$ cat config.mk
export PLATFORM = sky130hd
export DESIGN_NAME = touch_sample_filter_average_flat
export DESIGN_NICKNAME = d
export VERILOG_FILES = /design/src/hdl/tsfa_pkg.sv /design/src/hdl/tsfa_if.sv /design/src/hdl/tsfa_lane.sv /design/src/hdl/tsfa_merge.sv /design/src/hdl/tsfa_out_buf.sv /design/src/hdl/touch_sample_filter_average.sv /design/src/flat_wrapper.sv
export SDC_FILE = /design/constraint.sdc
export NUM_CORES = 1
export LEC_CHECK = 0
export ABC_AREA = 1
export BUFFER_PORTS_ARGS = -buffer_cell sky130_fd_sc_hd__buf_2
export CORE_ASPECT_RATIO = 0.5
export CORE_MARGIN = 2
export CORE_UTILIZATION = 35
export CTS_BUF_LIST = sky130_fd_sc_hd__clkbuf_2
export DETAILED_ROUTE_END_ITERATION = 16
export PLACE_DENSITY = 0.51
export SLEW_MARGIN = 20
export SYNTH_ARGS = -nofsm -noshare
export SYNTH_HDL_FRONTEND = slang
export SYNTH_SLANG_ARGS = --single-unit
$ cat constraint.sdc
create_clock -name clk -period 9.55 [get_ports clk]
set_input_delay 1.4325 -clock clk [delete_from_list [all_inputs] [get_ports clk]]
set_output_delay 1.4325 -clock clk [all_outputs]
set_load 0.05 [all_outputs]
$ cat src/hdl/tsfa_pkg.sv
// ----------------------------------------------------------------------------
// tsfa_pkg
// Shared types, codes and helper functions for the touch sample filter.
// ----------------------------------------------------------------------------
package tsfa_pkg;

    localparam int SAMPLE_W    = 10;
    localparam int SET_SIZE    = 4;
    localparam int COUNT_W     = 2;
    localparam int STORE_DEPTH = SET_SIZE - 1;
    localparam int SUM_W       = SAMPLE_W + 2;

    localparam logic [COUNT_W-1:0]  LAST_INDEX  = COUNT_W'(SET_SIZE - 1);
    localparam logic [SAMPLE_W-1:0] LIMIT_RESET = SAMPLE_W'(10);

    // operation codes of an input word
    localparam logic OP_CONVERT = 1'b0;
    localparam logic OP_EVENT   = 1'b1;

    typedef enum logic [1:0] {
        REP_NONE    = 2'd0,
        REP_RELEASE = 2'd1,
        REP_TOUCH   = 2'd2
    } report_t;

    typedef enum logic [1:0] {
        STEP_CONVERT   = 2'd0,
        STEP_WAIT_DOWN = 2'd1,
        STEP_WAIT_UP   = 2'd2
    } step_t;

    // what one lane found on its axis
    typedef struct packed {
        logic                reject;
        logic [SAMPLE_W-1:0] avg;
    } lane_result_t;

    // one result word
    typedef struct packed {
        report_t             report;
        logic [SAMPLE_W-1:0] x_position;
        logic [SAMPLE_W-1:0] y_position;
        step_t               next_step;
    } result_t;

    // merge stage decisions
    typedef struct packed {
        result_t            result;
        logic [COUNT_W-1:0] count_next;
    } ctrl_t;

    // true when v is farther than lim from the truncated mean of a and b
    function automatic logic strays(
        input logic [SAMPLE_W-1:0] a,
        input logic [SAMPLE_W-1:0] b,
        input logic [SAMPLE_W-1:0] v,
        input logic [SAMPLE_W-1:0] lim
    );
        logic [SAMPLE_W:0]   pair;
        logic [SAMPLE_W-1:0] mean;
        logic [SAMPLE_W-1:0] diff;
        pair = {1'b0, a} + {1'b0, b};
        mean = pair[SAMPLE_W:1];
        diff = (v > mean) ? (v - mean) : (mean - v);
        return diff > lim;
    endfunction

endpackage

$ cat src/hdl/tsfa_if.sv
// ----------------------------------------------------------------------------
// tsfa_in_if / tsfa_out_if
// Valid/ready channels for sample words and result words.
// ----------------------------------------------------------------------------
interface tsfa_in_if;
    logic                          valid;
    logic                          ready;
    logic                          operation;
    logic                          pen_up;
    logic [tsfa_pkg::SAMPLE_W-1:0] x_sample;
    logic [tsfa_pkg::SAMPLE_W-1:0] y_sample;

    modport source (output valid, output operation, output pen_up,
                    output x_sample, output y_sample, input ready);
    modport sink   (input valid, input operation, input pen_up,
                    input x_sample, input y_sample, output ready);
endinterface

interface tsfa_out_if;
    logic                          valid;
    logic                          ready;
    logic [1:0]                    report;
    logic [tsfa_pkg::SAMPLE_W-1:0] x_position;
    logic [tsfa_pkg::SAMPLE_W-1:0] y_position;
    logic [1:0]                    next_step;

    modport source (output valid, output report, output x_position,
                    output y_position, output next_step, input ready);
    modport sink   (input valid, input report, input x_position,
                    input y_position, input next_step, output ready);
endinterface

$ cat src/hdl/tsfa_lane.sv
// ----------------------------------------------------------------------------
// tsfa_lane
// One axis of the filter: holds the first three samples of a set, checks
// both jitter windows and forms the four-sample average with the new sample.
// ----------------------------------------------------------------------------
module tsfa_lane
(
    input  logic                                  clk,
    input  logic                                  store_en,
    input  logic [tsfa_pkg::COUNT_W-1:0]          index,
    input  logic [tsfa_pkg::SAMPLE_W-1:0]         sample,
    input  logic [tsfa_pkg::SAMPLE_W-1:0]         limit,
    output tsfa_pkg::lane_result_t                result
);

    logic [tsfa_pkg::SAMPLE_W-1:0] store_reg [0:tsfa_pkg::STORE_DEPTH-1];
    logic [tsfa_pkg::SUM_W-1:0]    sum;
    logic                          stray_first;
    logic                          stray_second;

    // sample store, no reset: each entry is written before it is read
    always_ff @(posedge clk)
    begin
        for (int i = 0; i < tsfa_pkg::STORE_DEPTH; i++)
        begin
            if (store_en && (index == tsfa_pkg::COUNT_W'(i)))
            begin
                store_reg[i] <= sample;
            end
        end
    end

    // jitter windows: third vs first pair, fourth (incoming) vs second pair
    always_comb
    begin
        stray_first  = tsfa_pkg::strays(store_reg[0], store_reg[1], store_reg[2], limit);
        stray_second = tsfa_pkg::strays(store_reg[1], store_reg[2], sample, limit);
        sum = tsfa_pkg::SUM_W'(store_reg[0]) + tsfa_pkg::SUM_W'(store_reg[1])
            + tsfa_pkg::SUM_W'(store_reg[2]) + tsfa_pkg::SUM_W'(sample);
        result.reject = stray_first || stray_second;
        result.avg    = sum[tsfa_pkg::SUM_W-1:2];
    end

endmodule

$ cat src/hdl/tsfa_merge.sv
// ----------------------------------------------------------------------------
// tsfa_merge
// Combines the X and Y lane findings with the word's flags into the result
// word and the next sample count.
// ----------------------------------------------------------------------------
module tsfa_merge
(
    input  logic                         operation,
    input  logic                         pen_up,
    input  logic [tsfa_pkg::COUNT_W-1:0] count,
    input  tsfa_pkg::lane_result_t       x_lane,
    input  tsfa_pkg::lane_result_t       y_lane,
    output tsfa_pkg::ctrl_t              ctrl
);

    // decision tree: pen up, event, set complete, partial set
    always_comb
    begin
        ctrl.result.report     = tsfa_pkg::REP_NONE;
        ctrl.result.x_position = '0;
        ctrl.result.y_position = '0;
        ctrl.result.next_step  = tsfa_pkg::STEP_CONVERT;
        ctrl.count_next        = count;

        if (pen_up)
        begin
            ctrl.result.report    = tsfa_pkg::REP_RELEASE;
            ctrl.result.next_step = tsfa_pkg::STEP_WAIT_DOWN;
            if (operation == tsfa_pkg::OP_CONVERT)
            begin
                ctrl.count_next = '0;
            end
        end
        else if (operation == tsfa_pkg::OP_EVENT)
        begin
            ctrl.result.next_step = tsfa_pkg::STEP_CONVERT;
        end
        else if (count == tsfa_pkg::LAST_INDEX)
        begin
            if (!(x_lane.reject || y_lane.reject))
            begin
                ctrl.result.report     = tsfa_pkg::REP_TOUCH;
                ctrl.result.x_position = x_lane.avg;
                ctrl.result.y_position = y_lane.avg;
            end
            ctrl.result.next_step = tsfa_pkg::STEP_WAIT_UP;
            ctrl.count_next       = '0;
        end
        else
        begin
            ctrl.result.next_step = tsfa_pkg::STEP_CONVERT;
            ctrl.count_next       = count + tsfa_pkg::COUNT_W'(1);
        end
    end

endmodule

$ cat src/hdl/tsfa_out_buf.sv
// ----------------------------------------------------------------------------
// tsfa_out_buf
// Two-word output buffer: a head register plus a skid register, so a new
// word is taken while the head word is stalled.
// ----------------------------------------------------------------------------
module tsfa_out_buf
(
    input  logic              clk,
    input  logic              rst_n,
    input  logic              push,
    input  tsfa_pkg::result_t data,
    output logic              ready,
    tsfa_out_if.source        results
);

    logic              main_valid_reg;
    logic              skid_valid_reg;
    tsfa_pkg::result_t main_reg;
    tsfa_pkg::result_t skid_reg;
    logic              pop;

    assign pop   = main_valid_reg && results.ready;
    assign ready = !skid_valid_reg;

    // valid flags
    always_ff @(posedge clk or negedge rst_n)
    begin
        if (!rst_n)
        begin
            main_valid_reg <= 1'b0;
            skid_valid_reg <= 1'b0;
        end
        else if (pop)
        begin
            main_valid_reg <= skid_valid_reg || push;
            skid_valid_reg <= 1'b0;
        end
        else if (!main_valid_reg)
        begin
            main_valid_reg <= push;
        end
        else if (push)
        begin
            skid_valid_reg <= 1'b1;
        end
    end

    // payload
    always_ff @(posedge clk)
    begin
        if (pop)
        begin
            main_reg <= skid_valid_reg ? skid_reg : data;
        end
        else if (!main_valid_reg)
        begin
            main_reg <= data;
        end
        else if (push)
        begin
            skid_reg <= data;
        end
    end

    assign results.valid      = main_valid_reg;
    assign results.report     = main_reg.report;
    assign results.x_position = main_reg.x_position;
    assign results.y_position = main_reg.y_position;
    assign results.next_step  = main_reg.next_step;

    // skid holds a word only behind a head word
    a_skid_behind_main: assert property (@(posedge clk) disable iff (!rst_n)
        skid_valid_reg |-> main_valid_reg)
        else $error("skid word without head word");

    // a word pushed onto a stalled head lands in the skid
    a_stall_fills_skid: assert property (@(posedge clk) disable iff (!rst_n)
        (main_valid_reg && !results.ready && push) |=> skid_valid_reg)
        else $error("word lost while head stalled");

    // draining the skid moves it to the head
    a_skid_drain: assert property (@(posedge clk) disable iff (!rst_n)
        (pop && skid_valid_reg) |=> (main_valid_reg && !skid_valid_reg))
        else $error("skid word not moved to head");

endmodule

$ cat src/hdl/touch_sample_filter_average.sv
// A word accepted at a clock edge is registered into the output buffer at that edge.
// Throughput: one sample word per cycle while the skid register is empty; the X and Y lanes
// and the merge stage are combinational, and a two-word output buffer takes a word while
// a result is stalled. Reset clears the sample count and the output buffer
// and sets the jitter limit to 10; the sample stores hold no reset value.
// ----------------------------------------------------------------------------
// touch_sample_filter_average
// Four-sample jitter filter and sequencer for a resistive touch controller,
// built from an X lane and a Y lane, a merge stage and an output buffer.
// ----------------------------------------------------------------------------
module touch_sample_filter_average
(
    input  logic                          clk,
    input  logic                          rst_n,
    tsfa_in_if.sink                       samples,
    tsfa_out_if.source                    results,
    input  logic                          cfg_we,
    input  logic [tsfa_pkg::SAMPLE_W-1:0] cfg_wdata
);

    logic [tsfa_pkg::SAMPLE_W-1:0] limit_reg;
    logic [tsfa_pkg::COUNT_W-1:0]  count_reg;
    logic                          accept;
    logic                          store_en;
    logic                          buf_ready;
    tsfa_pkg::lane_result_t        x_lane;
    tsfa_pkg::lane_result_t        y_lane;
    tsfa_pkg::ctrl_t               ctrl;

    assign samples.ready = buf_ready;
    assign accept        = samples.valid && buf_ready;
    assign store_en      = accept && !samples.pen_up
                         && (samples.operation == tsfa_pkg::OP_CONVERT);

    // jitter limit register
    always_ff @(posedge clk or negedge rst_n)
    begin
        if (!rst_n)
        begin
            limit_reg <= tsfa_pkg::LIMIT_RESET;
        end
        else if (cfg_we)
        begin
            limit_reg <= cfg_wdata;
        end
    end

    // sample count
    always_ff @(posedge clk or negedge rst_n)
    begin
        if (!rst_n)
        begin
            count_reg <= '0;
        end
        else if (accept)
        begin
            count_reg <= ctrl.count_next;
        end
    end

    tsfa_lane u_x_lane
    (
        .clk      (clk),
        .store_en (store_en),
        .index    (count_reg),
        .sample   (samples.x_sample),
        .limit    (limit_reg),
        .result   (x_lane)
    );

    tsfa_lane u_y_lane
    (
        .clk      (clk),
        .store_en (store_en),
        .index    (count_reg),
        .sample   (samples.y_sample),
        .limit    (limit_reg),
        .result   (y_lane)
    );

    tsfa_merge u_merge
    (
        .operation (samples.operation),
        .pen_up    (samples.pen_up),
        .count     (count_reg),
        .x_lane    (x_lane),
        .y_lane    (y_lane),
        .ctrl      (ctrl)
    );

    tsfa_out_buf u_out_buf
    (
        .clk     (clk),
        .rst_n   (rst_n),
        .push    (accept),
        .data    (ctrl.result),
        .ready   (buf_ready),
        .results (results)
    );

endmodule
$ cat src/flat_wrapper.sv
// flat-port wrapper written by rule: the top's interface ports become plain ports
module touch_sample_filter_average_flat 
  (clk, rst_n, cfg_we, cfg_wdata, samples_valid, samples_operation, samples_pen_up, samples_x_sample, samples_y_sample, samples_ready, results_valid, results_report, results_x_position, results_y_position, results_next_step, results_ready);
  tsfa_in_if samples_i ();
  tsfa_out_if results_i ();
  input  logic clk;
  input  logic rst_n;
  input  logic cfg_we;
  input  logic [tsfa_pkg::SAMPLE_W-1:0] cfg_wdata;
  input wire logic [$bits(samples_i.valid)-1:0] samples_valid;
  input wire logic [$bits(samples_i.operation)-1:0] samples_operation;
  input wire logic [$bits(samples_i.pen_up)-1:0] samples_pen_up;
  input wire logic [$bits(samples_i.x_sample)-1:0] samples_x_sample;
  input wire logic [$bits(samples_i.y_sample)-1:0] samples_y_sample;
  output wire logic [$bits(samples_i.ready)-1:0] samples_ready;
  output wire logic [$bits(results_i.valid)-1:0] results_valid;
  output wire logic [$bits(results_i.report)-1:0] results_report;
  output wire logic [$bits(results_i.x_position)-1:0] results_x_position;
  output wire logic [$bits(results_i.y_position)-1:0] results_y_position;
  output wire logic [$bits(results_i.next_step)-1:0] results_next_step;
  input wire logic [$bits(results_i.ready)-1:0] results_ready;
  assign samples_i.valid = samples_valid;
  assign samples_i.operation = samples_operation;
  assign samples_i.pen_up = samples_pen_up;
  assign samples_i.x_sample = samples_x_sample;
  assign samples_i.y_sample = samples_y_sample;
  assign samples_ready = samples_i.ready;
  assign results_valid = results_i.valid;
  assign results_report = results_i.report;
  assign results_x_position = results_i.x_position;
  assign results_y_position = results_i.y_position;
  assign results_next_step = results_i.next_step;
  assign results_i.ready = results_ready;
  touch_sample_filter_average u_core (.clk(clk), .rst_n(rst_n), .samples(samples_i), .results(results_i), .cfg_we(cfg_we), .cfg_wdata(cfg_wdata));
endmodule
==> results.json <==
{
  "yosysWarnings": 0,
  "cts.hold.buffers_added": 0,
  "cts_resized": 0,
  "rr_worst_depth": 27,
  "fp.dieW_um": 276,
  "crit_type": "reg2reg",
  "place_area_um2": 13800,
  "vias": 10433,
  "hold_path.class": "in2async",
  "ir_worst_vdd_mv": 0.0788,
  "finClkSkew_ns": 0.0633,
  "wl_per_cell_um": 15.0,
  "synth-adder-area-share": 0.252,
  "cp_num_buf_inv": 6,
  "nNetsFinal": 1991,
  "regToRegSetupSlack_ns": 3.43,
  "grt_pass1_vias": 10093,
  "netlist_area_um2": 13000,
  "syn2layout_area_growth_pct": 8.02,
  "drt_iter0_markers": 613,
  "antenna_found_initial": 1,
  "cts_tree": "yes",
  "final_cell_area_um2": 14000,
  "drc_errors": 0,
  "endpoint": "u_core.u_out_buf.results.y_position[9]$_DFFE_PN_",
  "clk_pin_slew_ns": 0.24,
  "drv_slew": 0,
  "critical_path_required_ns": 10.09,
  "synth.distinct_cells": 42,
  "period_share": 0.641,
  "clockBufferDepth": 2,
  "powerDensity_nw_per_um2": 174,
  "critPathArrivalTime_ns": 6.66,
  "cts_buffers": 17,
  "r2r_end": "u_core.u_out_buf.results.y_position[9]$_DFFE_PN_",
  "critPathMaxStageDelay_ns": 0.60,
  "end_kind": "register",
  "synth-simple-area-share": 0.219,
  "outcome": "complete, no violations",
  "slowest_stage": "nand2_1",
  "start_kind": "register",
  "p_leak_uw": 0.00720,
  "cp_max_fo": 20,
  "critPathLaunch": "u_core.u_x_lane.store_reg[0][20]$_DFFE_PP_",
  "relSlewSlack": 0.453,
  "r2r_start": "u_core.u_x_lane.store_reg[0][20]$_DFFE_PP_",
  "cp_top_family": "simple AND/OR/NAND/NOR gates",
  "synth_mux_area_frac": 0.000869,
  "coreArea_um2": 36200,
  "vias_per_cell": 4.70,
  "synth_area_leader_cell": "edfxtp_1",
  "syn_nets": 1929,
  "num-fill-cells": 3776,
  "start_util": 0.358,
  "cpMostUsedCell": "nand2_1",
  "cap_violations": 0,
  "final_cell_mix": "nand2_1 (420), inv_1 (296), ha_1 (178)",
  "globalplace.congestion": 0.879,
  "setup_violations": 0,
  "synthArstFlopShare": 0.117,
  "die_area_um2": 38700,
  "multi_input_area_um2": 8140,
  "final_common_cell": "nand2_1",
  "die_y_um": 140,
  "dpl.hpwl_um": 27200,
  "wirelength_um": 33200,
  "postSynthCellCount": 1662,
  "yosysSeqAreaShare": 0.273,
  "min_period_ns": 6.12,
  "synth_top_family_by_area": "adder cells",
  "cts_setup_buffers": 0,
  "register_area_um2": 3540,
  "path_depth": 27,
  "grt_use_total": 0.176,
  "synth_compound_area_frac": 0.0990,
  "synth_edf_count": 106,
  "avgSynthCellArea_um2": 7.80,
  "cts.sinks": 120,
  "rsz0062_at_grt": "no",
  "grt_max_degree": 27,
  "io-pin-count": 63,
  "final_antenna_net_count": 0,
  "max_slew.worst_pin.slew_ns": 0.819,
  "dr.pass1.iters": 4,
  "yosys-top-cells-area": "edfxtp_1 (25%), ha_1 (17%), nand2_1 (12%), inv_1 (8.6%), fa_1 (8.0%)",
  "num_rows": 49,
  "h-tree-depth": 4,
  "ys_seq_elements": 120,
  "grt_pass1_wl_um": 53600,
  "max_freq_mhz": 163,
  "cts_root_buf": "clkbuf_2",
  "fin_tns_setup_ns": 0,
  "synth_xor_area_frac": 0.0561,
  "drive_above_1_share": 0.0800,
  "hold_ws_ns": 0.462,
  "synth_flop_cell": "edfxtp_1",
  "overflow": 0,
  "clk_latency_ns": 0.83,
  "synth_top_area_frac": 0.246,
  "portBuffers": 62,
  "hold_viol_final": 0
}
-- power by group --
group	switching, µW	leakage (µW)	internal (µW)
sequential	35.3	0.00118	649
clock	210	0.000141	123
combinational	957	0.00588	465
-- layer usage --
| layer | part of all wire | GRT usage | up-vias |
|---|---|---|---|
| met5 | 0 | 0 | - |
| met4 | 0.0088 | 0.0351 | 0 |
| met3 | 0.038 | 0.0299 | 17 |
| met2 | 0.43 | 0.272 | 174 |
| met1 | 0.52 | 0.257 | 4756 |
| li1 | - | - | 5486 |
-- worst register-to-register path: stages (launching register included) --
cell	delay (ns)
edfxtp_1	0.49
nand2_1	0.17
inv_1	0.08
fa_1	0.53
a21oi_1	0.26
o21ai_1	0.10
xor2_1	0.18
inv_1	0.06
ha_1	0.37
inv_1	0.12
o21bai_1	0.28
a21boi_0	0.15
nand3_1	0.11
nand2_1	0.21
inv_1	0.24
nand2_1	0.08
nand2_1	0.06
inv_1	0.04
ha_1	0.28
nand2_1	0.07
nor2_1	0.17
nand3_1	0.10
nand3_1	0.09
nand2_1	0.07
nand2_1	0.60
inv_1	0.61
nand4_1	0.25
nand2_1	0.09
-- per-stage QoR --
step | setup slack [ns] | util | power [µW] | instances
after global routing | 2.83 | 0.387 | 2680 | 2222
after detailed placement | 3.50 | 0.381 | 2120 | 2189
after floorplan | 5.29 | - | 1780 | 1662
after global placement | 3.63 | 0.381 | 2120 | 2189
final | 3.43 | 0.387 | 2440 | 2222
after CTS | 3.43 | 0.387 | 2460 | 2221
-- area by class of cell --
| type | instances | area share |
|---|---|---|
| inverter | 303 | 0.0812 |
| sequential | 120 | 0.253 |
| antenna | 1 | 0.000179 |
| timing repair buffer | 69 | 0.0259 |
| clock buffer | 22 | 0.00786 |
| tap | 484 | 0.0433 |
| multi-input combinational | 1213 | 0.581 |
| clock inverter | 10 | 0.00760 |
-- synthesized netlist by cell type (6+ instances only) --
master,instances
a31oi_1,6
xor2_1,76
inv_2,7
o21bai_1,18
a21o_1,6
clkbuf_1,6
nand3b_1,13
a21oi_1,106
buf_2,11
nand4_1,38
ha_1,178
nor2_1,103
dfrtp_1,12
nor3b_1,6
o21ai_1,12
nor3_1,19
nand2_2,8
inv_1,296
xnor2_1,7
nand3_1,53
o21ai_0,53
fa_1,52
edfxtp_1,106
nand2_1,420
-- logic make-up (layout without fill, tap and decap cells) --
kind of cell / Yosys count / after routing
other: 0 / 1
AND/OR/NAND/NOR: 672 / 672
multiplexers: 1 / 1
AO/OA/AOI/OAI: 227 / 227
flip-flops: 120 / 120
buffers and inverters: 329 / 404
XOR/XNOR: 83 / 83
adder cells (fa/ha/maj): 230 / 230
-- how the worst min path moves through the flow --
stage,cells after the start,to,slack (ns)
global placement,2,u_core.u_out_buf.results.y_position[4]$_DFFE_PN_,0.50
detailed placement,2,u_core.u_out_buf.results.x_position[1]$_DFFE_PN_,0.50
finish,1,u_core.limit_reg[7]$_DFFE_PN0P_,0.46
CTS,1,u_core.limit_reg[7]$_DFFE_PN0P_,0.39
floorplan,2,u_core.u_out_buf.skid_valid_reg$_DFFE_PN0P_,0.47
global route,1,u_core.limit_reg[7]$_DFFE_PN0P_,0.41
(Power assumes the default switching activity.)
